$ cat config.mk
export PLATFORM = sky130hd
export DESIGN_NAME = vad_finish
export DESIGN_NICKNAME = d
export VERILOG_FILES = /design/src/hdl/vad_pkg.sv /design/src/hdl/vad_finish.sv
export SDC_FILE = /design/constraint.sdc
export NUM_CORES = 1
export LEC_CHECK = 0
export ABC_AREA = 1
export ABC_CLOCK_PERIOD_IN_PS = 2650
export BUFFER_PORTS_ARGS = -buffer_cell sky130_fd_sc_hd__buf_4
export CORE_MARGIN = 5
export CORE_UTILIZATION = 48
export DETAILED_ROUTE_END_ITERATION = 10
export MAX_ROUTING_LAYER = met4
export PLACE_DENSITY = 0.74
export SLEW_MARGIN = 15
export SYNTH_ARGS = -nofsm -noshare
export SYNTH_HDL_FRONTEND = slang
export SYNTH_SLANG_ARGS = --single-unit
$ cat constraint.sdc
create_clock -name clk_i -period 2.65 [get_ports clk_i]
set_input_delay 0.53 -clock clk_i [delete_from_list [all_inputs] [get_ports clk_i]]
set_output_delay 0.53 -clock clk_i [all_outputs]
set_load 0.01 [all_outputs]
$ cat src/hdl/vad_pkg.sv
// Package for the vector angle core: widths, angle constants and the CORDIC
// arctangent table in degrees. No dependencies.
`default_nettype none

package vad_pkg;

  localparam int COORD_BITS    = 16;
  localparam int FRAC_BITS     = 7;
  localparam int CORDIC_STAGES = 18;

  // Angle accumulator scale: degrees with 16 fraction bits.
  localparam int ANG_FRAC = 16;

  localparam int DIFF_W   = COORD_BITS + 1;
  localparam int MAG_W    = COORD_BITS;
  localparam int MSB_W    = $clog2(MAG_W);
  localparam int NORM_MSB = 58;
  localparam int SH_W     = 6;
  localparam int CX_W     = 62;
  localparam int Z_W      = 25;
  localparam int ANG_W    = 27;
  localparam int IDX_W    = 5;
  localparam int OUT_W    = 17;

  localparam int IN_W         = 4 * COORD_BITS;
  localparam int IN_TDATA_W   = ((IN_W + 7) / 8) * 8;
  localparam int OUT_TDATA_W  = ((OUT_W + 7) / 8) * 8;

  localparam int RND_S    = ANG_FRAC - FRAC_BITS;
  localparam int RND_HALF = (1 << RND_S) >> 1;

  localparam logic signed [Z_W-1:0]   Z_DEG90   = Z_W'(90 << ANG_FRAC);
  localparam logic signed [ANG_W-1:0] T_DEG180  = ANG_W'(180 << ANG_FRAC);
  localparam logic signed [ANG_W-1:0] T_DEG360  = ANG_W'(360 << ANG_FRAC);
  localparam logic signed [ANG_W-1:0] T_HALF    = ANG_W'(RND_HALF);
  localparam logic signed [ANG_W-1:0] R_DEG90   = ANG_W'(90 << FRAC_BITS);
  localparam logic signed [ANG_W-1:0] R_DEG270  = ANG_W'(270 << FRAC_BITS);
  localparam logic signed [ANG_W-1:0] R_DEG360  = ANG_W'(360 << FRAC_BITS);
  localparam logic signed [ANG_W-1:0] R_DEGM90  = -R_DEG90;

  typedef enum logic [1:0] {
    MODE_FULL   = 2'd0,
    MODE_SIGNED = 2'd1,
    MODE_LINE   = 2'd2
  } angle_mode_e;

  // Signs and zero flags of the difference vector, carried beside the data.
  typedef struct packed {
    logic dx_zero;
    logic dx_pos;
    logic dy_zero;
    logic dy_neg;
  } side_t;

  // atan(2^-i) in degrees with 16 fraction bits, rounded to nearest.
  function automatic logic signed [Z_W-1:0] atan_deg(input logic [IDX_W-1:0] i);
    logic signed [Z_W-1:0] v;
    unique case (i)
      5'd0:    v = Z_W'(2949120);
      5'd1:    v = Z_W'(1740967);
      5'd2:    v = Z_W'(919879);
      5'd3:    v = Z_W'(466945);
      5'd4:    v = Z_W'(234379);
      5'd5:    v = Z_W'(117304);
      5'd6:    v = Z_W'(58666);
      5'd7:    v = Z_W'(29335);
      5'd8:    v = Z_W'(14668);
      5'd9:    v = Z_W'(7334);
      5'd10:   v = Z_W'(3667);
      5'd11:   v = Z_W'(1833);
      5'd12:   v = Z_W'(917);
      5'd13:   v = Z_W'(458);
      5'd14:   v = Z_W'(229);
      5'd15:   v = Z_W'(115);
      5'd16:   v = Z_W'(57);
      5'd17:   v = Z_W'(29);
      5'd18:   v = Z_W'(14);
      5'd19:   v = Z_W'(7);
      5'd20:   v = Z_W'(4);
      5'd21:   v = Z_W'(2);
      5'd22:   v = Z_W'(1);
      default: v = '0;
    endcase
    return v;
  endfunction

endpackage

`default_nettype wire

$ cat src/hdl/vad_finish.sv
// Back end: clamps the quadrant angle, maps it to the selected form, rounds
// to the output scale and applies the vertical special cases. Depends on vad_pkg.
`default_nettype none

module vad_finish
  import vad_pkg::*;
(
  input  wire logic                  clk_i,
  input  wire logic                  rst_ni,
  input  wire logic                  en_i,
  input  wire logic [1:0]            mode_i,
  input  wire logic                  vld_i,
  input  wire logic signed [Z_W-1:0] z_i,
  input  wire side_t                 side_i,
  output logic                       vld_o,
  output logic signed [OUT_W-1:0]    angle_o
);

  logic is_line, is_full;

  always_comb begin
    unique case (mode_i)
      MODE_LINE: begin
        is_line = 1'b1;
        is_full = 1'b0;
      end
      MODE_SIGNED: begin
        is_line = 1'b0;
        is_full = 1'b0;
      end
      default: begin
        is_line = 1'b0;
        is_full = 1'b1;
      end
    endcase
  end

  // Stage 1: clamp and quadrant mapping in 2^-16 degree units.
  logic signed [Z_W-1:0]   zc;
  logic signed [ANG_W-1:0] a, t_d, t_q;
  logic                    vld1_q;
  side_t                   side1_q;

  always_comb begin
    if (z_i[Z_W-1])      zc = '0;
    else if (z_i > Z_DEG90) zc = Z_DEG90;
    else                 zc = z_i;
    a = side_i.dy_zero ? '0 : ANG_W'(zc);
    if (is_line) begin
      t_d = (side_i.dx_pos == !side_i.dy_neg) ? a : -a;
    end else begin
      t_d = side_i.dx_pos ? a : (T_DEG180 - a);
      if (side_i.dy_neg) t_d = -t_d;
      if (is_full && side_i.dy_neg) t_d = t_d + T_DEG360;
    end
  end

  // Stage 2: rounding (ties toward plus infinity), wrap and special cases.
  logic signed [ANG_W-1:0] r, res_d;
  logic signed [OUT_W-1:0] angle_q;
  logic                    vld2_q;

  always_comb begin
    r = (t_q + T_HALF) >>> RND_S;
    if (is_full && r == R_DEG360) r = '0;
    priority if (!side1_q.dx_zero) begin
      res_d = r;
    end else if (is_line || (!side1_q.dy_zero && !side1_q.dy_neg)) begin
      res_d = R_DEG90;
    end else if (side1_q.dy_neg) begin
      res_d = is_full ? R_DEG270 : R_DEGM90;
    end else begin
      res_d = '0;
    end
  end

  always_ff @(posedge clk_i or negedge rst_ni) begin
    if (!rst_ni) begin
      vld1_q <= 1'b0;
      vld2_q <= 1'b0;
    end else if (en_i) begin
      vld1_q <= vld_i;
      vld2_q <= vld1_q;
    end
  end

  always_ff @(posedge clk_i) begin
    if (en_i) begin
      t_q     <= t_d;
      side1_q <= side_i;
      angle_q <= res_d[OUT_W-1:0];
    end
  end

  assign vld_o   = vld2_q;
  assign angle_o = angle_q;

endmodule

`default_nettype wire

Word-level counts from Yosys, hierarchy flattened. Cells that the tools add are included.

Output and inout bits: 18. Logic and storage cells: 41. Register bits: 49.

Muxes and demuxes: 16. Order comparisons: 1. Add/subtract/negate cells: 5. Equal/unequal tests: 4. Reduce and logical (&&, ||, !) cells: 8.

Operator list (count): $mux W27 (7); $mux W17 (5); $neg A27 Y27 (2); $mux W24 (2); $add A27 B10 Y27 const B (1); $add A27 B26 Y27 const B (1); $sub A25 B27 Y27 const A (1); $gt A25 B24 Y1 const B (1); $eq A18 B17 Y1 const B (1); $logic_and A1 B1 Y1 (3); $logic_not A1 Y1 (3); $eq A2 B1 Y1 const B (1); $eq A2 B2 Y1 const B (1); $mux W1 (2); $reduce_or A2 Y1 (1); $eq A1 B1 Y1 (1); $logic_or A1 B1 Y1 (1).

Logic depth before layout (Yosys ltp).
Depth in word-level cells: 12. Gate-level depth with buffers: 31. Depth with buffers taken out: 29.

Worst setup path before layout. Ideal clock, no wire load.

Kind: input to register. Start point: input port z_i[13]. End point: register t_q[23], data pin. Setup time: 0.259 ns. Setup slack: -0.767 ns. Path buffers: 2. Stages: 29. Data arrival time: 3.158 ns. Cell sequence: nor2_1 > nand2_1 > nor2_1 > nand3_1 > nand2_2 > buf_6 > buf_12 > nand2_2 > ha_1 > nor2_1 > nand3_1 > nand2_1 > nand3_1 > nor2_1 > nand2_1 > nor2_2 > nand2_2 > nor2_4 > nand2_2 > nand2_1 > nand3_2 > nand2_2 > inv_2 > ha_1 > nand3b_1 > nand2_1 > nand2_1 > nand3_1 > nand2_1.

Word-level cells in the longest chain between the ends: 12. Elaborated cells between the ends (all ways): 14.

Ends and longest elaborated chain: start: declaration (line vad_finish.sv:13) `input wire logic signed [Z_W-1:0] z_i,`; $gt A25 B24 Y1 (line vad_finish.sv:46) `else if (z_i > Z_DEG90) zc = Z_DEG90;`; $mux W24 (*) (line vad_finish.sv:46); $mux W24 (*) (line vad_finish.sv:45) `if (z_i[Z_W-1]) zc = '0;`; $mux W27 (*) (line vad_finish.sv:48) `a = side_i.dy_zero ? '0 : ANG_W'(zc);`; $sub A25 B27 Y27 (line vad_finish.sv:52) `t_d = side_i.dx_pos ? a : (T_DEG180 - a);`; $mux W27 (line vad_finish.sv:52); $neg A27 Y27 (line vad_finish.sv:53) `if (side_i.dy_neg) t_d = -t_d;`; $mux W27 (line vad_finish.sv:53); $mux W27 (line vad_finish.sv:49) `if (is_line) begin`; $add A27 B26 Y27 (line vad_finish.sv:54) `if (is_full && side_i.dy_neg) t_d = t_d + T_DEG360;`; $mux W27 (line vad_finish.sv:54); $mux W27 (*) (line vad_finish.sv:49); named net t_d[23] (line vad_finish.sv:40) `logic signed [ANG_W-1:0] a, t_d, t_q;`; end signal: assignment (line vad_finish.sv:89) `t_q <= t_d;`; end: declaration (line vad_finish.sv:40).

Mark *: on every way through the listed nets, which the timed path passes. The rest lies on a longest branch. The select of a mux whose other input is x is not followed. A chain may end at the register's enable or synchronous reset.

Worst setup path in the final report.
Start point: input port z_i[19]. End point: register t_q[23], data pin.

The elaborated chain is that of the path after synthesis.

==> impl_metrics.env <==
export IMPL_outcome="finished, violations left"
export IMPL_violations="setup timing"
export IMPL_cts_tree="yes"
export IMPL_dr_wl_met3_um=622
export IMPL_crit_buf_inv=2
export IMPL_cts_root_buf="clkbuf_8"
export IMPL_synth_flop_cell="edfxtp_1"
export IMPL_antenna_left=0
export IMPL_grt_max_degree=44
export IMPL_ff_latch_area_mm2=0.001221
export IMPL_finalHoldViolCount=0
export IMPL_core_mm2=0.008806
export IMPL_relSlewSlack=0.5346
export IMPL_yosys_area_top_type="edfxtp_1"
export IMPL_fillers=596
export IMPL_syn_nets=711
export IMPL_synth_edf_count=39
export IMPL_io_pins=53
export IMPL_drt_iter0_markers=378
export IMPL_grt_pass1_wl_um=21480
export IMPL_p_leak_nw=3.396
export IMPL_worst_setup_path_end_kind="flop"
export IMPL_rsz0062_at_grt="true"
export IMPL_die_area_mm2=0.01109
export IMPL_drv_cap=0
export IMPL_yosysTopAreaCellShare=0.2686
export IMPL_skew_ns=0.009199
export IMPL_critPathLaunchType="primary input"
export IMPL_wl_per_cell_um=13.98
export IMPL_nNetsFinal=924
export IMPL_period_minus_slack_ns=3.259
export IMPL_slowest_stage="o21ai_1"
export IMPL_place_gp_congestion=0.9957
export IMPL_antenna_found_initial=0
export IMPL_worstPathArrival_ns=3.31
export IMPL_multi_input_area_mm2=0.003158
export IMPL_rows=34
export IMPL_cts_buffer_depth=2
export IMPL_first_pass_iters=5
export IMPL_hold_path_class="primary input to flop"
export IMPL_routed_via_density=5.280
export IMPL_top_layer="met4"
export IMPL_hpwl_um=9733
export IMPL_setup_viol=30
export IMPL_synth_area_mm2=0.004360
export IMPL_numCtsBuffers=5
export IMPL_vdd_drop_max_mv=0.2998
export IMPL_ys_types=46
export IMPL_synth_common_cells="nand2_1, inv_1, nor2_1, nand3_1, o21ai_0"
export IMPL_cpPeakStageDelay_ns=0.36
export IMPL_wl_met1_um=5487
export IMPL_htree_levels=2
export IMPL_stdcell_count=994
export IMPL_total_power_mw=2.624
export IMPL_yosysMostFrequentCell="nand2_1"
export IMPL_die_w_um=105.3
export IMPL_cts_clk_slew_worst_paths_ns=0.08
export IMPL_dp_cells=958
export IMPL_overflow=0
export IMPL_syn_inst=672
export IMPL_area_delta_synth_final_pct=55.75
export IMPL_worst_pin_slew_ns=0.6973
export IMPL_clock_fmax_mhz=306.9
export IMPL_clkLatencyLatePin_ns=0.30
export IMPL_layout_drive_gt1_share=0.4436
export IMPL_yosysWarnings=0
export IMPL_slew_viol_final=0
export IMPL_worstPathMaxFanout=6
export IMPL_ys_seq_elements=41
export IMPL_timing_final_crit_share=1.230
export IMPL_cp_top_family="simple AND/OR/NAND/NOR gates"
export IMPL_routed_wl_um=13900
export IMPL_start_util=0.4952
export IMPL_first_global_vias=4968
export IMPL_synth_area_leaders="edfxtp_1, nand2_1, nand3_1"
export IMPL_setup_slack_ns=-0.6086
export IMPL_path_class="primary input to flop"
export IMPL_async_reset_ff_frac=0.04878
export IMPL_wl_met2_um=7488
export IMPL_port_buffers=52
export IMPL_diodes=0
export IMPL_ys_seq_area_frac=0.2801
export IMPL_worstPathRequired_ns=2.70
export IMPL_die_y_um=105.3
export IMPL_avgSynthCellArea_um2=6.489
export IMPL_drc=0
export IMPL_dr_total_vias=5248
export IMPL_power_density_mw_per_mm2=386.4
export IMPL_clock_sinks=41
export IMPL_grt_usage=0.2362
metal layers:
metal	vias to the layer above	track usage
met5	-	-
met4	0	0.08341
met3	33	0.01895
met2	178	0.4385
met1	2402	0.2645
li1	2635	-
final cells by class:
cell class              instances  share of cell area
multi-input cells             519              0.4650
repair buffers                225              0.2649
flip-flops and latches         41              0.1798
inverters                      93             0.05324
well taps                     108             0.01990
clock buffers                   7             0.01271
clock inverters                 1            0.004422
sequential cells by signal, summed over array words and instances (netlist names):
| register | cells |
|---|---|
| vld_o | 1 |
| side1_q | 3 |
| t_q | 19 |
| vld1_q | 1 |
| angle_o | 17 |
metrics by stage:
step	cell area [µm²]	utilization	setup TNS, ns	worst slack (ns)	hold WS, ns
floorplan	4423	-	-5.363	-0.6636	0.2344
CTS	6342	0.7202	-5.055	-0.5231	0.4090
global route	6792	0.7712	-15.47	-0.8685	0.4057
detailed placement	5917	0.6719	-14.53	-1.001	0.3127
finish	6792	0.7712	-8.577	-0.6086	0.4136
global placement	5917	0.6719	-11.37	-0.8725	0.3118
report_power, final:
part	switching (mW)	internal, mW
logic	0.689	0.573
clock network	0.205	0.307
registers	0.0448	0.806
cells in the final DEF, fill, tap and decap left out, drive strengths merged:
cell and count:
a21o 1, a21oi 20, a31oi 1, a32o 2
buf 224, bufinv 1, clkbuf 7, clkinv 1
dfrtp 2, dlygate4sd3 1, edfxtp 39, ha 4
inv 92, nand2 197, nand3 75, nand3b 3
nand4 11, nor2 97, nor3 10, nor3b 2
o211ai 6, o21ai 59, o21bai 1, o221ai 1
o22ai 2, o31a 1, o31ai 3, o32ai 2
or2 3, or3 1, xnor2 5, xor2 12
repair_timing:
action                     in CTS  in global routing
gates cloned                    2                  1
hold buffers                    1                  0
gates resized for setup        57                 95
setup buffers                  13                 11
pin swaps                      40                 64
hold endpoints to repair        2                  0
setup endpoints to repair      29                 31
worst paths after layout:
kind                            startpoint          end  slack, ns  depth (start not counted)
worst max-delay path               z_i[19]      t_q[23]      -0.61                         26
worst min-delay path             side_i[3]   side1_q[3]       0.41                          1
worst max register to register      t_q[8]  angle_o[13]      -0.23                         16
worst min register to register      vld1_q       vld1_q       0.54                          2
max in group asynchronous           rst_ni        vld_o       2.00                          2
min in group asynchronous           rst_ni       vld1_q       0.56                          2
kinds of logic after synthesis:
kind of cell    Yosys count  synth area share
compound gates           99            0.1329
flops                    41            0.2801
xor+xnor                 17           0.03415
simple gates            398            0.4293
fa+ha+maj                 4           0.01148
buf+inv                 113            0.1122
(Power assumes the default switching activity.)
