[src/hdl/vad_pkg.sv]
// Package for the vector angle core: widths, angle constants and the CORDIC
// arctangent table in degrees. No dependencies.
`default_nettype none

package vad_pkg;

  localparam int COORD_BITS    = 16;
  localparam int FRAC_BITS     = 7;
  localparam int CORDIC_STAGES = 18;

  // Angle accumulator scale: degrees with 16 fraction bits.
  localparam int ANG_FRAC = 16;

  localparam int DIFF_W   = COORD_BITS + 1;
  localparam int MAG_W    = COORD_BITS;
  localparam int MSB_W    = $clog2(MAG_W);
  localparam int NORM_MSB = 58;
  localparam int SH_W     = 6;
  localparam int CX_W     = 62;
  localparam int Z_W      = 25;
  localparam int ANG_W    = 27;
  localparam int IDX_W    = 5;
  localparam int OUT_W    = 17;

  localparam int IN_W         = 4 * COORD_BITS;
  localparam int IN_TDATA_W   = ((IN_W + 7) / 8) * 8;
  localparam int OUT_TDATA_W  = ((OUT_W + 7) / 8) * 8;

  localparam int RND_S    = ANG_FRAC - FRAC_BITS;
  localparam int RND_HALF = (1 << RND_S) >> 1;

  localparam logic signed [Z_W-1:0]   Z_DEG90   = Z_W'(90 << ANG_FRAC);
  localparam logic signed [ANG_W-1:0] T_DEG180  = ANG_W'(180 << ANG_FRAC);
  localparam logic signed [ANG_W-1:0] T_DEG360  = ANG_W'(360 << ANG_FRAC);
  localparam logic signed [ANG_W-1:0] T_HALF    = ANG_W'(RND_HALF);
  localparam logic signed [ANG_W-1:0] R_DEG90   = ANG_W'(90 << FRAC_BITS);
  localparam logic signed [ANG_W-1:0] R_DEG270  = ANG_W'(270 << FRAC_BITS);
  localparam logic signed [ANG_W-1:0] R_DEG360  = ANG_W'(360 << FRAC_BITS);
  localparam logic signed [ANG_W-1:0] R_DEGM90  = -R_DEG90;

  typedef enum logic [1:0] {
    MODE_FULL   = 2'd0,
    MODE_SIGNED = 2'd1,
    MODE_LINE   = 2'd2
  } angle_mode_e;

  // Signs and zero flags of the difference vector, carried beside the data.
  typedef struct packed {
    logic dx_zero;
    logic dx_pos;
    logic dy_zero;
    logic dy_neg;
  } side_t;

  // atan(2^-i) in degrees with 16 fraction bits, rounded to nearest.
  function automatic logic signed [Z_W-1:0] atan_deg(input logic [IDX_W-1:0] i);
    logic signed [Z_W-1:0] v;
    unique case (i)
      5'd0:    v = Z_W'(2949120);
      5'd1:    v = Z_W'(1740967);
      5'd2:    v = Z_W'(919879);
      5'd3:    v = Z_W'(466945);
      5'd4:    v = Z_W'(234379);
      5'd5:    v = Z_W'(117304);
      5'd6:    v = Z_W'(58666);
      5'd7:    v = Z_W'(29335);
      5'd8:    v = Z_W'(14668);
      5'd9:    v = Z_W'(7334);
      5'd10:   v = Z_W'(3667);
      5'd11:   v = Z_W'(1833);
      5'd12:   v = Z_W'(917);
      5'd13:   v = Z_W'(458);
      5'd14:   v = Z_W'(229);
      5'd15:   v = Z_W'(115);
      5'd16:   v = Z_W'(57);
      5'd17:   v = Z_W'(29);
      5'd18:   v = Z_W'(14);
      5'd19:   v = Z_W'(7);
      5'd20:   v = Z_W'(4);
      5'd21:   v = Z_W'(2);
      5'd22:   v = Z_W'(1);
      default: v = '0;
    endcase
    return v;
  endfunction

endpackage

`default_nettype wire

[src/hdl/vad_cordic_stage.sv]
// One CORDIC vectoring iteration with its output register; the iteration
// index comes in as a tied constant. Depends on vad_pkg.
`default_nettype none

module vad_cordic_stage
  import vad_pkg::*;
(
  input  wire logic                   clk_i,
  input  wire logic                   rst_ni,
  input  wire logic                   en_i,
  input  wire logic [IDX_W-1:0]       idx_i,
  input  wire logic                   vld_i,
  input  wire logic signed [CX_W-1:0] cx_i,
  input  wire logic signed [CX_W-1:0] cy_i,
  input  wire logic signed [Z_W-1:0]  z_i,
  input  wire side_t                  side_i,
  output logic                        vld_o,
  output logic signed [CX_W-1:0]      cx_o,
  output logic signed [CX_W-1:0]      cy_o,
  output logic signed [Z_W-1:0]       z_o,
  output side_t                       side_o
);

  logic signed [CX_W-1:0] shx, shy, cx_d, cy_d, cx_q, cy_q;
  logic signed [Z_W-1:0]  z_d, z_q;
  logic                   vld_q;
  side_t                  side_q;

  always_comb begin
    shx = cx_i >>> idx_i;
    shy = cy_i >>> idx_i;
    if (!cy_i[CX_W-1]) begin
      cx_d = cx_i + shy;
      cy_d = cy_i - shx;
      z_d  = z_i + atan_deg(idx_i);
    end else begin
      cx_d = cx_i - shy;
      cy_d = cy_i + shx;
      z_d  = z_i - atan_deg(idx_i);
    end
  end

  always_ff @(posedge clk_i or negedge rst_ni) begin
    if (!rst_ni) begin
      vld_q <= 1'b0;
    end else if (en_i) begin
      vld_q <= vld_i;
    end
  end

  always_ff @(posedge clk_i) begin
    if (en_i) begin
      cx_q   <= cx_d;
      cy_q   <= cy_d;
      z_q    <= z_d;
      side_q <= side_i;
    end
  end

  assign vld_o  = vld_q;
  assign cx_o   = cx_q;
  assign cy_o   = cy_q;
  assign z_o    = z_q;
  assign side_o = side_q;

endmodule

`default_nettype wire

[config.mk]
export PLATFORM = sky130hd
export DESIGN_NAME = vad_cordic_stage
export DESIGN_NICKNAME = d
export VERILOG_FILES = /design/src/hdl/vad_pkg.sv /design/src/hdl/vad_cordic_stage.sv
export SDC_FILE = /design/constraint.sdc
export NUM_CORES = 1
export LEC_CHECK = 0
export ABC_AREA = 1
export BUFFER_PORTS_ARGS = -buffer_cell sky130_fd_sc_hd__buf_2
export CAP_MARGIN = 20
export CORE_MARGIN = 3
export CORE_UTILIZATION = 30
export CTS_BUF_LIST = sky130_fd_sc_hd__clkbuf_8
export DETAILED_ROUTE_END_ITERATION = 8
export PLACE_DENSITY_LB_ADDON = 0.25
export SYNTH_ARGS = -nofsm -noshare
export SYNTH_HDL_FRONTEND = slang
export SYNTH_SLANG_ARGS = --single-unit
[constraint.sdc]
create_clock -name clk_i -period 2.1 [get_ports clk_i]
set_clock_uncertainty 0.15 [all_clocks]
set_input_delay 0.21 -clock clk_i [delete_from_list [all_inputs] [get_ports clk_i]]
set_output_delay 0.21 -clock clk_i [all_outputs]
set_load 0.01 [all_outputs]
# --- Word level (Yosys, flattened, before mapping) ---
# Memory sizes are Yosys's and may differ from the RTL's.
# Index checks and enable logic that the tools add are counted.
word_totals:
  word_cells: 23
  latchBits: 0
  mem_bits_ro: 1408
  reg_bits: 154
  mem_count: 2
  ram_bits: 0
  out_inout_bits: 154
mem_list:
  columns: ["name", "depth", "width", "read_ports", "rd_clocked_by_memory_dff", "wr", "line", "source"]
  rows:
  - ["(name not given)", 32, 22, 1, 0, 0, "vad_pkg.sv:58", "unique case (i)"]
  - ["(name not given)", 32, 22, 1, 0, 0, "vad_pkg.sv:58", null]
op_classes:
  n_eq_ne: 0
  magnitude_cmp: 0
  addsub: 6
  reduce_logical: 0
  div: 0
  n_bitwise: 0
  shifts: 2
  n_mul: 0
  mux: 5
ops:
  columns: ["op", "count"]
  rows:
  - ["adder 62 bit", 2]
  - ["two-way mux 62 bit", 2]
  - [">>> shifter 62 x 5 -> 62 bit", 2]
  - ["subtractor 62 bit", 2]
  - ["two-way mux 25 bit", 3]
  - ["adder 25 bit", 1]
  - ["subtractor 25 bit", 1]

# --- Depth between registers and ports, before layout ---
# Gate-level depths: netlist (run 1).
# An unclocked memory read counts as a cell.
depth:
  depth_word: 4
  ltp_mapped: 37
  mapped_depth_nobuf: 34

# --- Least setup slack after synthesis (run 1) ---
# No wires, ideal clock.
synth_path:
  path_type: "in2reg"
  from: "in idx_i[1]"
  to: "reg z_q[17] (netlist: z_o[17]) (data pin)"
  arrival_time_ns: 3.710
  required_time_ns: 1.685
  path_buffers: 3
  path_stages: 21
  setup_slack_ns: -2.025
  setup_time_ns: 0.265
  path_cell_list: "buf_4 > inv_4 > buf_4 > buf_4 > ha_1 > or2_2 > nand3_1 > o21ai_0 > o21a_1 > ha_1 > o21ai_0 > ha_1 > nand3_1 > nand2_1 > a21oi_1 > o21ai_0 > a21boi_0 > o21ai_0 > a21oi_1 > o21ai_0 > xor2_1"
synth_via:
  elab_chain_cells: 4
  elab_cells_between_ends: 7
  classes_between: "add/sub: 2; mux: 3; memory: 2"
synth_rtl:
  columns: ["element", "line", "source"]
  rows:
  - ["from (decl)", "vad_cordic_stage.sv:11", "input wire logic [IDX_W-1:0] idx_i,"]
  - ["memory (32 x 22 bit)", null, null]
  - ["two-way mux 25 bit", "vad_cordic_stage.sv:32", "if (!cy_i[CX_W-1]) begin"]
  - ["adder 25 bit / subtractor 25 bit (equally long branches)", "vad_cordic_stage.sv:35, vad_cordic_stage.sv:39", null]
  - ["two-way mux 25 bit (*)", "vad_cordic_stage.sv:32", null]
  - ["via z_d[17]", "vad_cordic_stage.sv:25", "logic signed [Z_W-1:0] z_d, z_q;"]
  - ["to (signal assigned)", "vad_cordic_stage.sv:55", "z_q <= z_d;"]
  - ["to (decl)", "vad_cordic_stage.sv:25", null]
# Mark *: on every way through the listed nets, which the timed path passes. The rest lies on a longest branch. The select of a mux whose other input is x is not followed.
# A chain may end at the register's enable or synchronous reset.

# --- Worst setup path in the final report (run 1) ---
layout_path:
  from: "in idx_i[0]"
  to: "reg cx_q[56] (netlist: cx_o[56]) (data pin)"
layout_via:
  elab_chain_cells: 3
  elab_cells_between_ends: 4
  classes_between: "add/sub: 2; shift: 1; mux: 1"
layout_rtl:
  columns: ["element", "line", "source"]
  rows:
  - [">>> shifter 62 x 5 -> 62 bit (*)", "vad_cordic_stage.sv:31", "shy = cy_i >>> idx_i;"]
  - ["adder 62 bit / subtractor 62 bit (equally long branches)", "vad_cordic_stage.sv:33, vad_cordic_stage.sv:37", null]
  - ["two-way mux 62 bit (*)", "vad_cordic_stage.sv:32", null]
  - ["via cx_d[56]", "vad_cordic_stage.sv:24", "logic signed [CX_W-1:0] shx, shy, cx_d, cy_d, cx_q, cy_q;"]
  - ["to (signal assigned)", "vad_cordic_stage.sv:53", "cx_q <= cx_d;"]
  - ["to (decl)", "vad_cordic_stage.sv:24", null]
# Mark *: on every way through the listed nets, which the timed path passes. The rest lies on a longest branch.

==> results of run 1 <==
registers in the layout, summed over array words and instances, names as in the netlist:
register,cells
cx_o,62
cy_o,62
vld_o,1
side_o,4
z_o,25
per-layer routing:
| layer | global-route usage [%] | part of all wire [%] | vias to the layer above |
|---|---|---|---|
| met1 | 42.84 | 46 | 17360 |
| met5 | 0 | 0.019 | - |
| met4 | 8.668 | 2.9 | 4 |
| met3 | 3.070 | 6.5 | 162 |
| met2 | 47.52 | 45 | 1353 |
| li1 | - | - | 18520 |
logic make-up after synthesis:
kind of cell    synth area share, %
fa+ha+maj                     8.185
compound gates                12.49
flops                         17.49
xor+xnor                      7.460
simple gates                  46.44
mux                         0.04263
buf+inv                       7.896
power groups by stage:
| stage | clock [mW] | combinational, mW | sequential (mW) |
|---|---|---|---|
| final | 2.63 | 19.6 | 4.82 |
| after floorplan | 0 | 7.90 | 5.38 |
| after detailed placement | 0 | 17.3 | 4.90 |
| after CTS | 2.74 | 18.3 | 4.84 |
| after global routing | 2.81 | 21.2 | 4.90 |
| after global placement | 0 | 17.3 | 4.89 |
repair_timing:
item                                    CTS  global route
hold endpoints to repair                 37             2
endpoints found under the setup margin  146           146
pin swaps                                89           140
buffers inserted                         29            37
resized for setup                       406           513
cloned                                    8             2
final timing paths:
check,end,slack [ps],depth (start not counted)
worst max register to register,vld_o$_DFFE_PN0P_,650,2
max in group asynchronous,vld_o$_DFFE_PN0P_,1370,3
worst min-delay path,cy_o[0]$_DFFE_PP_,-80,3
min in group asynchronous,vld_o$_DFFE_PN0P_,330,3
worst min register to register,vld_o$_DFFE_PN0P_,910,2
worst max-delay path,cx_o[56]$_DFFE_PP_,-2010,28
worst reg2reg max path, stage by stage, from the launching register on:
cell and delay (ps):
dfrtp_1 390, mux2_2 260, dlygate4sd3_1 550
synthesized netlist by cell type (4+ instances only):
library cell,count
a21boi_0,8
a21o_1,29
a21oi_1,243
a221oi_1,5
a31oi_1,41
and2_1,7
buf_1,24
buf_2,61
buf_4,15
buf_6,14
clkbuf_1,42
edfxtp_1,153
ha_1,168
inv_1,313
inv_2,18
nand2_1,1426
nand2_2,19
nand3_1,847
nand3_2,4
nand3b_1,6
nand4_1,35
nor2_1,471
nor2_2,25
nor3_1,27
nor4_1,11
o211ai_1,9
o21a_1,10
o21ai_0,167
o21ai_1,28
o21ai_2,9
o21bai_1,13
xnor2_1,54
xor2_1,171
area by class of cell:
class,instances,share of cell area (%)
well taps,1155,3.128
clock inverters,15,0.3575
multi-input cells,3869,53.53
diodes,13,0.07042
clock buffers,17,0.5065
flip-flops and latches,154,10.00
inverters,335,2.849
repair buffers,1794,29.53
repair inverters,1,0.02438
per-stage QoR:
step           std cells  cell area, sq um
6_report            7353             46190
5_1_grt             7342             46170
4_1_cts             7301             43640
3_5_place_dp        7219             40980
3_3_place_gp        7219             40980
2_1_floorplan       4514             27920
==> impl_metrics.tcl, run 1 <==
set metrics [dict create \
    root_buffer "clkbuf_8" \
    grt_pass1_vias 34860 \
    netlist_area_sq_mm 0.02642 \
    wl_microns 142900 \
    finalMaxSlewViolations 0 \
    syn_inst 4514 \
    grt_max_degree 49 \
    dp_hpwl_microns 117900 \
    synthesis.nets 4847 \
    ir_drop_v 0.0005223 \
    cts_tree "yes" \
    cellInternalPower_mw 14.72 \
    async_flop_share_pct 0.6494 \
    clockBufferDepth 2 \
    gp_congestion 0.9903 \
    final_common_cell "buf_4" \
    cp_top_family "simple AND/OR/NAND/NOR gates" \
    vias 37390 \
    cp_max_fo 28 \
    pwr-share-comb_pct 72.5 \
    htreeDepth 4 \
    cp.required_ps 2360 \
    pwr-share-clk_pct 9.7 \
    slew_headroom_pct 68.29 \
    port_buffers 315 \
    setup_viol_count_final 146 \
    nets 6505 \
    path_class "in2reg" \
    fp.coreArea_sq_mm 0.08702 \
    power_density_mw_per_mm2 586.4 \
    rows 108 \
    grt_usage_pct 29.95 \
    area_growth_pct 74.87 \
    die_h_microns 302.7 \
    p_sw_share_pct 45.67 \
    hp-class "in2reg" \
    yosysSeqAreaShare_pct 17.49 \
    grt_pass1_wl_microns 209500 \
    cp_slowest_cell "nor4_4" \
    finalCritPeriodShare_pct 195.8 \
    outcome "finished with violations" \
    synthFlopType "edfxtp_1" \
    ys_top_cells_by_area "nand2_1, edfxtp_1, nand3_1" \
    wl_per_cell_microns 19.43 \
    synth_top_area_cell "nand2_1" \
    rsz0062_at_grt "yes" \
    first_pass_iters 6 \
    start_util_pct 30.35 \
    synth_top_cell_area_share_pct 20.26 \
    worst-path-buf-inv 7 \
    startpoint_type "input port" \
    mostFrequentLayoutCells "buf_4, nand2_1, nand3_1, buf_2, nor2_1" \
    nFillCells 8840 \
    ant_nets 0 \
    cts_hold_buffers 13 \
    path_clk_slew_ps 110 \
    synth.avg_cell_area_sq_um 5.852 \
    die_area_sq_mm 0.09165 \
    cpMostUsedCell "nand2_1" \
    grt_overflow 0 \
    setup_tns_ps -216060 \
    critPathLaunch "idx_i[0]" \
    insertion_delay_ps 580 \
    multiInputGateArea_sq_mm 0.02473 \
    die_w_microns 302.7 \
    synth-seq-cells 154 \
    drtIter0Drc 3753 \
    place_ws_ps -3122 \
    violations "negative hold slack, negative setup slack" \
    cp.arrival_ps 4370 \
    crit_path_max_incr_delay_ps 340 \
    hold_path.startpoint "cy_i[0]" \
    power.net_switching_mw 12.37 \
    tightest_slew_ps 470.8 \
    finalCriticalPeriod_ps 4112 \
    power_leakage_nw 22.23 \
    seq_area_sq_mm 0.004619 \
    route.detailed.drc 0 \
    cap_violations 0 \
    fin_ws_ps -2012 \
    holdWs_ps -79.82 \
    synth-edff-count 153 \
    cts_sinks 154 \
    seqPwrFrac_pct 17.8 \
    ioPinCount 316 \
    antenna_found_initial 9 \
    numCtsBuffers 17 \
    vias_per_cell 5.085 \
    final_layout_size_suffix_gt1_share_pct 46.94 \
    ys_warn_count 0 \
    hold_viol 2 \
    fin_util_pct 53.08 \
    endpoint_kind "flip-flop" \
    fmax_mhz 243.2 \
    design_power_total_mw 27.09 \
    synth_cell_types 54 \
    reg2reg_from "vld_o$_DFFE_PN0P_" \
]
(Power assumes the default switching activity.)
==> run 2: changes to the inputs <==
- SLEW_MARGIN: default -> 0
- clock period: 2.1 -> 3.5 ns (I/O delays scaled with it)
==> impl_metrics.tcl, run 2 (synthesis results as in run 1) <==
set metrics [dict create \
    r2r_slack_ps 2600 \
    nFillCells 8903 \
    finalCriticalPeriod_ps 4210 \
    violations "negative setup slack" \
    placed_cells 7103 \
    worst-path-buf-inv 8 \
    dp_hpwl_microns 117300 \
    cap_violations 0 \
    grt_pass1_vias 33640 \
    cts_tree "yes" \
    power.net_switching_mw 7.362 \
    slew_headroom_pct 54.15 \
    ir_drop_v 0.0003440 \
    cp_top_family "compound AO/OA/AOI/OAI gates" \
    cpMostUsedCell "buf_4" \
    wl_per_cell_microns 19.62 \
    fin_ws_ps -709.9 \
    wl_microns 142600 \
    die_area_sq_mm 0.09165 \
    fp.coreArea_sq_mm 0.08702 \
    p_sw_share_pct 45.97 \
    numCtsBuffers 17 \
    finalNonFillerCells 7270 \
    die_h_microns 302.7 \
    path_class "in2reg" \
    mostFrequentLayoutCells "buf_4, nand2_1, nand3_1, buf_2, nor2_1" \
    endpoint_kind "flip-flop" \
    cp_max_fo 13 \
    power_density_mw_per_mm2 349.5 \
    start_util_pct 30.35 \
    r2r-end "vld_o$_DFFE_PN0P_" \
    cp.required_ps 3720 \
    endpoint "cy_o[55]$_DFFE_PP_" \
    crit_path_max_incr_delay_ps 290 \
    ioPinCount 316 \
    startpoint_type "input port" \
    drtIter0Drc 3284 \
    reg2reg_from "vld_o$_DFFE_PN0P_" \
    grt_pass1_wl_microns 202000 \
    cts_sinks 154 \
    nets 6426 \
    final_layout_size_suffix_gt1_share_pct 47.61 \
    insertion_delay_ps 600 \
    clockBufferDepth 2 \
    rsz0062_at_grt "yes" \
    die_w_microns 302.7 \
    path_clk_slew_ps 100 \
    cellInternalPower_mw 8.655 \
    grt_usage_pct 29.16 \
    pwr-share-comb_pct 73.2 \
    antenna_found_initial 9 \
    setup_viol_count_final 109 \
    vias 37110 \
    pwr-share-clk_pct 8.7 \
    finalCritPeriodShare_pct 120.3 \
    fin_util_pct 52.67 \
    rr_worst_depth 1 \
    ant_nets 0 \
    hp-class "in2reg" \
    holdWs_ps 72.68 \
    seqPwrFrac_pct 18.0 \
    first_pass_iters 6 \
    grt_max_degree 76 \
    gp_congestion 0.9895 \
    critical_path_depth 28 \
    tightest_slew_ps 687.7 \
    hold_viol 0 \
    power_leakage_nw 21.91 \
    finalMaxSlewViolations 0 \
    outcome "finished with violations" \
    critPathLaunch "idx_i[3]" \
    cp.arrival_ps 4430 \
    htreeDepth 4 \
    fmax_mhz 237.5 \
    final_common_cell "buf_4" \
    cp_slowest_cell "bufbuf_16" \
    route.detailed.drc 0 \
    port_buffers 315 \
    root_buffer "clkbuf_8" \
    grt_overflow 0 \
    rows 108 \
    vias_per_cell 5.104 \
    area_growth_pct 73.50 \
]
## run 2: changes by cell type in the layout (fill, tap and decap cells not counted), sizes merged, moves of 3 or more
cell         change
buf             -78
clkbuf           +3
clkinvlp         +5
diode            -4
dlygate4sd3      -3
inv              -3
## run 2: worst min-delay path by stage
| stage | startpoint | to | slack (ps) | cells after the start |
|---|---|---|---|---|
| floorplan | rst_ni | vld_o$_DFFE_PN0P_ | -100 | 0 |
| global placement | rst_ni | vld_o$_DFFE_PN0P_ | -30 | 1 |
| CTS | z_i[0] | z_o[0]$_DFFE_PP_ | 30 | 4 |
| global route | z_i[0] | z_o[0]$_DFFE_PP_ | 60 | 4 |
| finish | z_i[0] | z_o[0]$_DFFE_PP_ | 70 | 4 |
| detailed placement | rst_ni | vld_o$_DFFE_PN0P_ | -20 | 1 |
## run 2: repair_timing
item	in CTS	in global routing
cloned	5	5
hold buffers	10	0
pin swaps	75	253
endpoints found under the hold margin	9	0
resized for setup	363	940
endpoints found under the setup margin	117	122
buffers inserted	23	83
## run 2: layout make-up
cell class                      count  area, sq um  share of cell area, %
Multi-Input combinational cell   3869        25030                  54.62
Timing Repair Buffer             1716        13060                  28.50
Sequential cell                   154         4619                  10.08
Tap cell                         1155         1445                  3.153
Inverter                          335         1300                  2.836
Clock buffer                       17        234.0                 0.5105
Clock inverter                     15        112.6                 0.2457
Antenna cell                        9        22.52                0.04914
## run 2: per-layer routing
layer | up-vias | track usage [%] | wire length [microns]
li1 | 18370 | - | -
met1 | 17260 | 41.31 | 64540
met2 | 1322 | 43.29 | 60500
met3 | 158 | 6.683 | 12230
met4 | 0 | 9.828 | 5355
met5 | - | 0 | 0
## run 2: stage by stage
stage	cell area, sq um	power, mW	setup TNS, ps	worst slack (ps)
floorplan	27150	7.700	-24880	-490.4
global placement	39230	12.66	-157310	-1964
detailed placement	39230	12.67	-159340	-1926
CTS	41400	14.60	-33870	-599.4
global route	45810	17.07	-61130	-840.5
finish	45830	16.02	-42390	-709.9
## run 2: power by group through the flow
stage | clock, mW | sequential, mW | combinational, mW
6_report | 1.40 | 2.89 | 11.7
4_1_cts | 1.46 | 2.90 | 10.2
3_3_place_gp | 0 | 2.93 | 9.73
3_5_place_dp | 0 | 2.93 | 9.73
2_1_floorplan | 0 | 3.23 | 4.47
5_1_grt | 1.50 | 2.94 | 12.6
