<file path="src/hdl/vad_pkg.sv">
// Package for the vector angle core: widths, angle constants and the CORDIC
// arctangent table in degrees. No dependencies.
`default_nettype none

package vad_pkg;

  localparam int COORD_BITS    = 16;
  localparam int FRAC_BITS     = 7;
  localparam int CORDIC_STAGES = 18;

  // Angle accumulator scale: degrees with 16 fraction bits.
  localparam int ANG_FRAC = 16;

  localparam int DIFF_W   = COORD_BITS + 1;
  localparam int MAG_W    = COORD_BITS;
  localparam int MSB_W    = $clog2(MAG_W);
  localparam int NORM_MSB = 58;
  localparam int SH_W     = 6;
  localparam int CX_W     = 62;
  localparam int Z_W      = 25;
  localparam int ANG_W    = 27;
  localparam int IDX_W    = 5;
  localparam int OUT_W    = 17;

  localparam int IN_W         = 4 * COORD_BITS;
  localparam int IN_TDATA_W   = ((IN_W + 7) / 8) * 8;
  localparam int OUT_TDATA_W  = ((OUT_W + 7) / 8) * 8;

  localparam int RND_S    = ANG_FRAC - FRAC_BITS;
  localparam int RND_HALF = (1 << RND_S) >> 1;

  localparam logic signed [Z_W-1:0]   Z_DEG90   = Z_W'(90 << ANG_FRAC);
  localparam logic signed [ANG_W-1:0] T_DEG180  = ANG_W'(180 << ANG_FRAC);
  localparam logic signed [ANG_W-1:0] T_DEG360  = ANG_W'(360 << ANG_FRAC);
  localparam logic signed [ANG_W-1:0] T_HALF    = ANG_W'(RND_HALF);
  localparam logic signed [ANG_W-1:0] R_DEG90   = ANG_W'(90 << FRAC_BITS);
  localparam logic signed [ANG_W-1:0] R_DEG270  = ANG_W'(270 << FRAC_BITS);
  localparam logic signed [ANG_W-1:0] R_DEG360  = ANG_W'(360 << FRAC_BITS);
  localparam logic signed [ANG_W-1:0] R_DEGM90  = -R_DEG90;

  typedef enum logic [1:0] {
    MODE_FULL   = 2'd0,
    MODE_SIGNED = 2'd1,
    MODE_LINE   = 2'd2
  } angle_mode_e;

  // Signs and zero flags of the difference vector, carried beside the data.
  typedef struct packed {
    logic dx_zero;
    logic dx_pos;
    logic dy_zero;
    logic dy_neg;
  } side_t;

  // atan(2^-i) in degrees with 16 fraction bits, rounded to nearest.
  function automatic logic signed [Z_W-1:0] atan_deg(input logic [IDX_W-1:0] i);
    logic signed [Z_W-1:0] v;
    unique case (i)
      5'd0:    v = Z_W'(2949120);
      5'd1:    v = Z_W'(1740967);
      5'd2:    v = Z_W'(919879);
      5'd3:    v = Z_W'(466945);
      5'd4:    v = Z_W'(234379);
      5'd5:    v = Z_W'(117304);
      5'd6:    v = Z_W'(58666);
      5'd7:    v = Z_W'(29335);
      5'd8:    v = Z_W'(14668);
      5'd9:    v = Z_W'(7334);
      5'd10:   v = Z_W'(3667);
      5'd11:   v = Z_W'(1833);
      5'd12:   v = Z_W'(917);
      5'd13:   v = Z_W'(458);
      5'd14:   v = Z_W'(229);
      5'd15:   v = Z_W'(115);
      5'd16:   v = Z_W'(57);
      5'd17:   v = Z_W'(29);
      5'd18:   v = Z_W'(14);
      5'd19:   v = Z_W'(7);
      5'd20:   v = Z_W'(4);
      5'd21:   v = Z_W'(2);
      5'd22:   v = Z_W'(1);
      default: v = '0;
    endcase
    return v;
  endfunction

endpackage

`default_nettype wire

</file>
<file path="src/hdl/vad_prep.sv">
// Front end: coordinate differences, magnitudes and normalization of the
// vector for CORDIC. Three register stages. Depends on vad_pkg.
`default_nettype none

module vad_prep
  import vad_pkg::*;
(
  input  wire logic                         clk_i,
  input  wire logic                         rst_ni,
  input  wire logic                         en_i,
  input  wire logic                         vld_i,
  input  wire logic signed [COORD_BITS-1:0] start_x_i,
  input  wire logic signed [COORD_BITS-1:0] start_y_i,
  input  wire logic signed [COORD_BITS-1:0] end_x_i,
  input  wire logic signed [COORD_BITS-1:0] end_y_i,
  output logic                              vld_o,
  output logic signed [CX_W-1:0]            cx_o,
  output logic signed [CX_W-1:0]            cy_o,
  output side_t                             side_o
);

  // Stage 1: differences.
  logic                     vld1_q;
  logic signed [DIFF_W-1:0] dx_d, dy_d, dx_q, dy_q;
  side_t                    side1_d, side1_q;

  always_comb begin
    dx_d = {end_x_i[COORD_BITS-1], end_x_i} - {start_x_i[COORD_BITS-1], start_x_i};
    dy_d = {end_y_i[COORD_BITS-1], end_y_i} - {start_y_i[COORD_BITS-1], start_y_i};
    side1_d.dx_zero = (dx_d == '0);
    side1_d.dx_pos  = !dx_d[DIFF_W-1] && (dx_d != '0);
    side1_d.dy_zero = (dy_d == '0);
    side1_d.dy_neg  = dy_d[DIFF_W-1];
  end

  // Stage 2: magnitudes and the shift that brings the larger one to bit 58.
  logic                   vld2_q;
  logic [DIFF_W-1:0]      ax_full, ay_full;
  logic [MAG_W-1:0]       ax_d, ay_d, mx, ax_q, ay_q;
  logic [MSB_W-1:0]       msb;
  logic [SH_W-1:0]        sh_d, sh_q;
  side_t                  side2_q;

  always_comb begin
    ax_full = dx_q[DIFF_W-1] ? DIFF_W'(-dx_q) : DIFF_W'(dx_q);
    ay_full = dy_q[DIFF_W-1] ? DIFF_W'(-dy_q) : DIFF_W'(dy_q);
    ax_d    = ax_full[MAG_W-1:0];
    ay_d    = ay_full[MAG_W-1:0];
    mx      = (ax_d > ay_d) ? ax_d : ay_d;
    msb     = '0;
    for (int j = 0; j < MAG_W; j++) begin
      if (mx[j]) msb = MSB_W'(j);
    end
    sh_d = SH_W'(NORM_MSB) - SH_W'(msb);
  end

  // Stage 3: normalized CORDIC start vector.
  logic                  vld3_q;
  logic signed [CX_W-1:0] cx_q, cy_q;
  side_t                 side3_q;

  always_ff @(posedge clk_i or negedge rst_ni) begin
    if (!rst_ni) begin
      vld1_q <= 1'b0;
      vld2_q <= 1'b0;
      vld3_q <= 1'b0;
    end else if (en_i) begin
      vld1_q <= vld_i;
      vld2_q <= vld1_q;
      vld3_q <= vld2_q;
    end
  end

  always_ff @(posedge clk_i) begin
    if (en_i) begin
      dx_q    <= dx_d;
      dy_q    <= dy_d;
      side1_q <= side1_d;
      ax_q    <= ax_d;
      ay_q    <= ay_d;
      sh_q    <= sh_d;
      side2_q <= side1_q;
      cx_q    <= $signed(CX_W'(ax_q) << sh_q);
      cy_q    <= $signed(CX_W'(ay_q) << sh_q);
      side3_q <= side2_q;
    end
  end

  assign vld_o  = vld3_q;
  assign cx_o   = cx_q;
  assign cy_o   = cy_q;
  assign side_o = side3_q;

endmodule

`default_nettype wire

</file>
<file path="config.mk">
export PLATFORM = sky130hd
export DESIGN_NAME = vad_prep
export DESIGN_NICKNAME = d
export VERILOG_FILES = /design/src/hdl/vad_pkg.sv /design/src/hdl/vad_prep.sv
export SDC_FILE = /design/constraint.sdc
export NUM_CORES = 1
export LEC_CHECK = 0
export ABC_AREA = 1
export BUFFER_PORTS_ARGS = -buffer_cell sky130_fd_sc_hd__buf_2
export CAP_MARGIN = 20
export CORE_UTILIZATION = 40
export CTS_CLUSTER_SIZE = 25
export DETAILED_ROUTE_END_ITERATION = 16
export MAX_ROUTING_LAYER = met4
export PLACE_DENSITY = 0.68
export SLEW_MARGIN = 20
export SYNTH_ARGS = -nofsm -noshare
export SYNTH_HDL_FRONTEND = slang
export SYNTH_SLANG_ARGS = --single-unit
export TNS_END_PERCENT = 30
</file>
<file path="constraint.sdc">
create_clock -name clk_i -period 4.4 [get_ports clk_i]
set_clock_uncertainty 0.15 [all_clocks]
set_input_delay 0.22 -clock clk_i [delete_from_list [all_inputs] [get_ports clk_i]]
set_output_delay 0.22 -clock clk_i [all_outputs]
set_load 0.01 [all_outputs]
</file>
# After elaboration in Yosys (flattened, before gate mapping)
# Index checks and enable logic that the tools add are counted.
# totals
ff_bits,211
input_bits,68
out_inout_bits,129
elab_cells,53
# op_classes
addsub,5
magnitude_cmp,1
shift,2
mux,18
reduce_logical,5
# op_table
cell,count
$shl 16x6->62,2
$mux 4,14
$mux 16,3
$logic_not 17->1,2
$sub 16x16->17,2
$neg 16->16,2
$reduce_bool 17->1,1
$gt 16x16->1,1
$sub 4x5->6 const A,1
$logic_and 1x1->1,1
$logic_not 1->1,1
$mux 1,1

# Longest topological paths before layout
# Gate-level depths: netlist (run 1).
# logic_depth
word_depth,20
mapped_depth,41
mapped_depth_nobuf,41

# Worst setup path before layout (run 1)
# OpenSTA, ideal clock, no wires.
# synth_timing
kind,flip-flop to flip-flop
startpoint,register dy_q[0]
endpoint,register sh_q[2] (data pin)
setup_time_ns,0.258
arrival_time_ns,3.854
required_time_ns,3.992
setup_slack_ns,0.138
stages_incl_launch_ff,34
n_path_buf,1
period_less_slack_ns,4.262
path_cell_list,edfxtp_1 > inv_1 > ha_1 > inv_1 > nor3_1 > nand4_1 > o31ai_1 > o21ai_0 > xor2_1 > inv_1 > ha_1 > nand2_1 > inv_1 > nand3_1 > nor3b_1 > nand3_1 > nand3b_4 > nand2_4 > buf_6 > nand2_1 > o21ai_2 > nand2_1 > nand2_1 > nand2_1 > nand2_1 > nand2_1 > nand2_1 > nand2_1 > nand2_1 > nand2_1 > nand2_1 > nand2_1 > ha_1 > xor2_1
# synth_via
elab_chain_cells,20
# synth_lines
element,line,rtl
from (decl),vad_prep.sv:24,"logic signed [DIFF_W-1:0] dx_d, dy_d, dx_q, dy_q;"
from (signal assigned),vad_prep.sv:77,dy_q <= dy_d;
$neg 16->16 *,vad_prep.sv:46,ay_full = dy_q[DIFF_W-1] ? DIFF_W'(-dy_q) : DIFF_W'(dy_q);
$mux 16 *,vad_prep.sv:46,
net ay_full[14],vad_prep.sv:38,"logic [DIFF_W-1:0] ax_full, ay_full;"
$gt 16x16->1,vad_prep.sv:49,mx = (ax_d > ay_d) ? ax_d : ay_d;
$mux 16 *,vad_prep.sv:49,
$mux 1,vad_prep.sv:52,if (mx[j]) msb = MSB_W'(j);
$mux 4 (13 in series),vad_prep.sv:52,
$mux 4 *,vad_prep.sv:52,
net msb[0],vad_prep.sv:40,logic [MSB_W-1:0] msb;
$sub 4x5->6 *,vad_prep.sv:54,sh_d = SH_W'(NORM_MSB) - SH_W'(msb);
net sh_d[2],vad_prep.sv:41,"logic [SH_W-1:0] sh_d, sh_q;"
to (signal assigned),vad_prep.sv:81,sh_q <= sh_d;
to (decl),vad_prep.sv:41,
# The timed path passes the listed nets; every way through them passes the cells marked *.
# A chain may end at the register's enable or synchronous reset.

# Worst setup path in the final report (run 1)
# layout_timing
startpoint,register dx_q[1]
endpoint,register sh_q[3] (data pin)
# layout_via
elab_chain_cells,20
# layout_lines
element,line,rtl
from (decl),vad_prep.sv:24,
from (signal assigned),vad_prep.sv:76,dx_q <= dx_d;
$neg 16->16 *,vad_prep.sv:45,ax_full = dx_q[DIFF_W-1] ? DIFF_W'(-dx_q) : DIFF_W'(dx_q);
$mux 16 *,vad_prep.sv:45,
net ax_full[14],vad_prep.sv:38,
$gt 16x16->1,vad_prep.sv:49,
$mux 16 *,vad_prep.sv:49,
$mux 1,vad_prep.sv:52,
$mux 4 (13 in series),vad_prep.sv:52,
$mux 4 *,vad_prep.sv:52,
$sub 4x5->6 *,vad_prep.sv:54,
net sh_d[3],vad_prep.sv:41,
# Marked as above.

==> impl_results.md, run 1 <==
* Status: finished with violations
* Failing checks: negative setup slack
* Max VDD drop at between 0.3 and 0.4 mV
* Clk root buf: clkbuf_16
* Share of layout cells above drive strength 1 at around 22%
* Min Tclk post-route at 4.50 ns
* Worst Hold Launch: start_x_i[0]
* Worst Tran Pin Value at 0.954 ns
* Syn. warnings at 0
* Avg Inst Size Synth at 8.62 um^2
* TritonCTS clock tree: yes
* Final critical-path setup slack at -0.102 ns
* Post-synth EDFFs at 142
* Die area at 24,600 um^2
* WHS Endpoint: dx_q[0]
* Crit path required time at 4.43 ns
* Crit Path Class: flop to flop
* Hold_ws at 0.0680 ns
* Clock latency on the worst-skew pair at 0.44 ns
* Slew Viols, Final at 0
* Leakage at approximately 5.4 nW
* Routed WL per cell at around 12 um
* Power Total at 6.78 mW
* DRC at 0
* RSZ-0062 raised after global routing: yes
* Pre-antenna DRT Iters at 5
* Gp weighted congestion at 0.912
* Critical Path Start: dx_q[1]
* Chip height at 157 um
* Maximum number of pins on one net before global-route repair at 88
* Setup TNS at -0.306 ns
* Avg Vias per Cell at 4.68
* Syn Inst Count at 1,112
* Clock Tree Buf Depth at 2
* Depth of the worst register-to-register path at 35
* IO buf count at 132
* Clock Sinks at roughly 150
* Vias at between 7,000 and 8,000
* Area Overhead vs Synth at 20.4%
* Cell row count at between 50 and 60
* Pwr Density at around 600 nW/um^2
* Worst R2R End: sh_q[3]
* Critical Path End Type: flop
* Slowest stage delay, CP at 0.41 ns
* Async S/R FF share, synth at approximately 2.1%
* Flop-to-flop setup slack at -0.10 ns
* Cts bufs inserted at 17
* Reg2reg start: dx_q[1]
* Total gr overflow at 0
* Iteration-0 DRC Markers at about 430
* Max cap viols at 0
* All-layer global routing usage at 17.2%
* First-pass GRT wire length at about 32,000 um
* Crit Path Max Fanout at 5
* Top Ports at 197
* Critical Path Source Type: flop
* Most frequent cell on the critical path: nand2_2
* Max Freq at approximately 0.22 GHz
* Clock transition at path regs at 0.06 ns
* Initial antenna violation count at 0
* Netlist Area Pre-Place at 9580 um^2
* Number of diodes at 0
* Worst Hold Class: input pin to flop
* Core area at ~23,000 um^2
* DPL Wire Length at 15,000 um
* Crit share post-route at 102%
* Top FF cell, synth: edfxtp_1
* Layout Nets at ~1,400
* Max H-tree Level at 4
* Vias in the first global route at 6,914
* Library cells used by synthesis at 51
* Initial core utilization at 40.8%
* Slew headroom at 36.3%
* Flops & latches, synth at 145
* Fill count at 2,171
* Final core utilization at ~50%
* ANT nets after route at 0
* Final hold vios at 0
* Critical path arrival at between 4 and 5 ns
* CP max stage cell: edfxtp_1
* Total Wirelength at just under 20,000 um
* Final setup vio count at 4
* Worst hold path depth at 3
* Seq/Total Area, Yosys at 45.3%
* Die X at about 160 um
[cells in the final DEF, fill, tap and decap left out, types with 16 or more instances in the layout]
cell / count
o22ai_1: 17
nand3_1: 36
nor2_1: 77
clkbuf_16: 17
o21ai_0: 68
ha_1: 47
nand2_1: 253
conb_1: 64
buf_4: 61
a21oi_1: 34
nand2_2: 16
inv_1: 134
xor2_1: 45
buf_2: 131
edfxtp_1: 142
[worst max path at each step]
stage,endpoint,slack (ns)
final,sh_q[3],-0.10
after global routing,sh_q[3],-0.51
after CTS,sh_q[2],0.03
after detailed placement,sh_q[2],-0.22
after global placement,sh_q[2],-0.06
after floorplan,sh_q[2],0.14
[routing by layer]
metal / track usage (%) / share of wire, %
met5: - / 0
met4: 6.30 / 1.9
met3: 3.13 / 5.3
met2: 28.1 / 47
met1: 21.1 / 45
[area by class of cell]
class	count	area, um^2	share of cell area, %
Tap cell	319	399	3.46
Multi-Input combinational cell	783	4450	38.6
Timing Repair Buffer	198	1180	10.2
Inverter	149	559	4.85
Sequential cell	145	4340	37.6
Clock inverter	13	176	1.53
Clock buffer	19	433	3.75
[synth_stat cells (3+ instances only)]
| library cell | count | share of area [%] |
|---|---|---|
| inv_1 | 138 | 5.4 |
| a21oi_1 | 34 | 1.8 |
| o31ai_1 | 3 | 0.24 |
| edfxtp_1 | 142 | 45 |
| nand2_2 | 12 | 0.78 |
| o21bai_1 | 5 | 0.39 |
| nor3b_1 | 3 | 0.24 |
| o221ai_1 | 12 | 1.1 |
| o22ai_1 | 17 | 1.1 |
| buf_4 | 64 | 5.0 |
| inv_2 | 9 | 0.35 |
| nor3_1 | 9 | 0.47 |
| a31oi_1 | 12 | 0.78 |
| a22oi_1 | 5 | 0.39 |
| nor2_2 | 4 | 0.26 |
| dfrtp_1 | 3 | 0.78 |
| o21ai_0 | 69 | 3.6 |
| xor2_1 | 46 | 4.2 |
| o21ai_1 | 12 | 0.63 |
| nor2_1 | 78 | 3.1 |
| buf_1 | 6 | 0.24 |
| nand3_1 | 38 | 2.0 |
| o21ai_2 | 4 | 0.37 |
| nand2_1 | 259 | 10 |
| xnor2_1 | 9 | 0.82 |
| nor4_1 | 8 | 0.52 |
| nand4_1 | 4 | 0.26 |
| clkbuf_1 | 27 | 1.1 |
| mux2i_1 | 4 | 0.42 |
| ha_1 | 50 | 6.5 |
[registers in the layout, summed over array words and instances, names as in the netlist]
signal   count
dx_q        17
side2_q      4
vld1_q       1
sh_q         5
vld_o        1
ax_q        16
dy_q        17
cy_o        30
vld2_q       1
side_o       4
ay_q        16
cx_o        30
side1_q      3
[timing repair]
item | 4_1_cts | 5_1_grt
gates cloned | 1 | 0
setup endpoints to repair | 4 | 5
setup buffers | 16 | 5
pin swaps | 8 | 22
hold endpoints to repair | 4 | 0
hold buffers | 3 | 0
gates resized for setup | 13 | 24
[worst max-delay path, delay by kind of cell (launching register included)]
| kind | cells | cell delay, ns |
|---|---|---|
| flip-flops | 1 | 0.41 |
| adder cells (fa/ha/maj) | 2 | 0.45 |
| buffers and inverters | 8 | 0.63 |
| AND/OR/NAND/NOR | 21 | 2.12 |
| XOR/XNOR | 1 | 0.16 |
| AO/OA/AOI/OAI | 3 | 0.34 |
[report_power, final]
group          switching [mW]  total [mW]  internal [mW]
Clock                   0.590        1.49          0.902
Combinational            2.01        3.19           1.18
Sequential              0.139        2.10           1.96
[kinds of logic (layout without fill, tap and decap cells)]
kind of cell,Yosys count,in the layout,share of synthesized area (%)
other,1,64,0.0391
AND/OR/NAND/NOR,425,426,18.7
buffers and inverters,248,379,12.4
XOR/XNOR,55,55,5.03
flip-flops,145,145,45.3
multiplexers,5,5,0.535
adder cells (fa/ha/maj),52,52,6.95
AO/OA/AOI/OAI,181,181,11.1
[per-stage QoR]
stage               setup slack (ns)  instance area (um^2)  instances
floorplan                      0.138                  9820       1175
CTS                           0.0283                 11400       1621
finish                        -0.102                 11500       1626
global placement             -0.0575                 10600       1569
detailed placement            -0.215                 10600       1569
global route                  -0.513                 11500       1626
Power figures use the tool's default switching activity.
==> run 2: changes to the inputs <==
- PLACE_DENSITY: 0.68 -> unset
==> run 2 against run 1 <==
The flow still finishes with violations (negative setup slack). Sequential share of layout area is 0.11 points lower. Critical path depth is 3 higher. Clock power is 9% higher. Total power is 0.71% higher. Combinational power is 2% lower. Register-to-register slack worse by 0.05 ns. Worst setup slack worse by 0.052 ns. Global-route usage is 0.18 points higher. Count of clock-buffer cells in the layout is 1 lower. Via count is 2.2% lower. Critical path type unchanged.
==> impl_results.md, run 2 (synthesis gave the netlist of run 1 again) <==
* RSZ-0062 raised after global routing: yes
* TritonCTS clock tree: yes
* Crit path required time at 4.43 ns (about the same)
* Slowest stage delay, CP at 0.41 ns (about the same)
* Flop-to-flop setup slack at -0.15 ns (-0.05 ns)
* DPL Wire Length at 15,100 um (+0.52%)
* Die X at 157 um (unchanged)
* Leading cell type in the layout, fill and taps excluded: nand2_1
* Final critical-path setup slack at -0.154 ns (-0.0517 ns)
* Worst R2R End: sh_q[2]
* CP max stage cell: edfxtp_1
* IO buf count at 132 (unchanged)
* Chip height at 157 um (unchanged)
* Pwr Density at 591 nW/um^2 (+0.43%)
* Core area at 23,500 um^2 (unchanged)
* Maximum number of pins on one net before global-route repair at 90 (+2.3%)
* Crit Path Class: flop to flop
* Final setup vio count at 4 (unchanged)
* Worst Hold Class: input pin to flop
* Vias at 7,447 (-2.2%)
* Max Freq at 0.220 GHz (-1.1%)
* Top Ports at 197 (unchanged)
* Leakage at 5.49 nW (+0.77%)
* Clock transition at path regs at 0.07 ns (about the same)
* Critical path arrival at 4.58 ns (+0.05 ns)
* Clk root buf: clkbuf_16
* Total gr overflow at 0 (unchanged)
* Max cap viols at 0 (unchanged)
* Clock Sinks at 145 (unchanged)
* ANT nets after route at 0 (unchanged)
* Most frequent cell on the critical path: nand2_1
* Layout Nets at 1,419 (+0.35%)
* Max VDD drop at 0.283 mV (-11%)
* Status: finished with violations
* Pre-antenna DRT Iters at 6 (+1)
* Total Wirelength at 19,500 um (-0.95%)
* Max H-tree Level at 4 (unchanged)
* Cell row count at 56 (unchanged)
* All-layer global routing usage at 17.3% (+0.18 points)
* Depth of the worst register-to-register path at 38 (+8.6%)
* Routed WL per cell at 12.0 um (-1.3%)
* Design area at 11,600 um^2 (+0.28%)
* Cts bufs inserted at 17 (unchanged)
* Vias in the first global route at 6,967 (+0.77%)
* Critical Path Source Type: flop
* WHS Endpoint: dx_q[0]
* Critical Path End Type: flop
* Clock latency on the worst-skew pair at 0.43 ns (about the same)
* DRC at 0 (unchanged)
* Initial antenna violation count at 0 (unchanged)
* Worst hold path depth at 3 (unchanged)
* Share of layout cells above drive strength 1 at 22.0% (-0.24 points)
* Failing checks: negative setup slack
* Iteration-0 DRC Markers at 375 (-13%)
* Setup TNS at -0.468 ns (-0.162 ns)
* Avg Vias per Cell at 4.57 (-2.5%)
* Reg2reg start: dx_q[0]
* Worst Tran Pin Value at 0.971 ns (+0.0170 ns)
* Slew Viols, Final at 0 (unchanged)
* Final hold vios at 0 (unchanged)
* Worst Hold Launch: start_x_i[0]
* Min Tclk post-route at 4.55 ns (+0.0517 ns)
* Die area at 24,600 um^2 (unchanged)
* Area Overhead vs Synth at 20.7%
* Final core utilization at 49.3% (+0.14 points)
* Placement Cell Area at 10,700 um^2 (+1.1%)
* Clock Tree Buf Depth at 2 (unchanged)
* Most frequent cells in the layout: nand2_1 (256), edfxtp_1 (142), inv_1 (135), buf_2 (131), nor2_1 (77)
* First-pass GRT wire length at 32,800 um (+1.2%)
* Crit share post-route at 103% (+1.2 points)
* Crit Path Max Fanout at 3 (-2)
* Number of diodes at 0 (unchanged)
* Slew headroom at 35.2% (-1.1 points)
* Gp weighted congestion at 0.901 (-1.2%)
* Initial core utilization at 40.8% (unchanged)
## run 2: repair_timing
item                                    in CTS  in global routing
endpoints found under the setup margin       4                  5
gates resized for setup                     23                  2
pin swaps                                   12                  4
buffers inserted                             8                  2
hold buffers                                 3                  0
gates cloned                                 1                  0
hold endpoints to repair                     4                  0
## run 2: routing by layer
metal  up-vias  global-route usage [%]  part of all wire (%)
met5         -                       -                     0
met4         0                    6.86                   2.1
li1       3964                       -                     -
met2       197                    28.6                    47
met3        25                    3.18                   3.9
met1      3261                    20.9                    47
## run 2: worst max-delay path: cells and delay by family (launching register included)
kind	cells	cell delay [ns]
adders and majority gates	3	0.57
xor gates and xnor gates	2	0.25
buffers and inverters	7	0.66
and+or+nand+nor	26	2.28
DFF	1	0.41
## run 2: how the worst max path moves through the flow
stage / start / end / cells past startpoint
after floorplan: dy_q[0] / sh_q[2] / 33
after CTS: dx_q[0] / sh_q[2] / 38
after global routing: dy_q[1] / sh_q[3] / 39
after detailed placement: dx_q[0] / sh_q[2] / 38
final: dx_q[0] / sh_q[2] / 38
after global placement: dx_q[0] / sh_q[2] / 38
## run 2: power by group
| part | switching, mW | internal, mW |
|---|---|---|
| combinational | 1.97 | 1.15 |
| sequential | 0.125 | 1.96 |
| clock | 0.593 | 1.03 |
| total | 2.69 | 4.14 |
## run 2: area by class of cell
type | count | area (um^2)
Timing Repair Buffer | 203 | 1210
Tap cell | 319 | 399
Multi-Input combinational cell | 783 | 4390
Clock inverter | 14 | 224
Fill cell | 2195 | 11900
Clock buffer | 18 | 439
Sequential cell | 145 | 4340
Inverter | 149 | 559
## run 2: stage by stage
stage	std cells	total power, mW	hold WS, ns	setup WS (ns)
2_1_floorplan	1175	4.23	-0.226	0.138
3_3_place_gp	1585	5.10	-0.133	-0.108
3_5_place_dp	1585	5.15	-0.133	-0.253
4_1_cts	1629	6.86	0.0479	-0.0459
5_1_grt	1631	7.38	0.0607	-0.480
6_report	1631	6.83	0.0547	-0.154
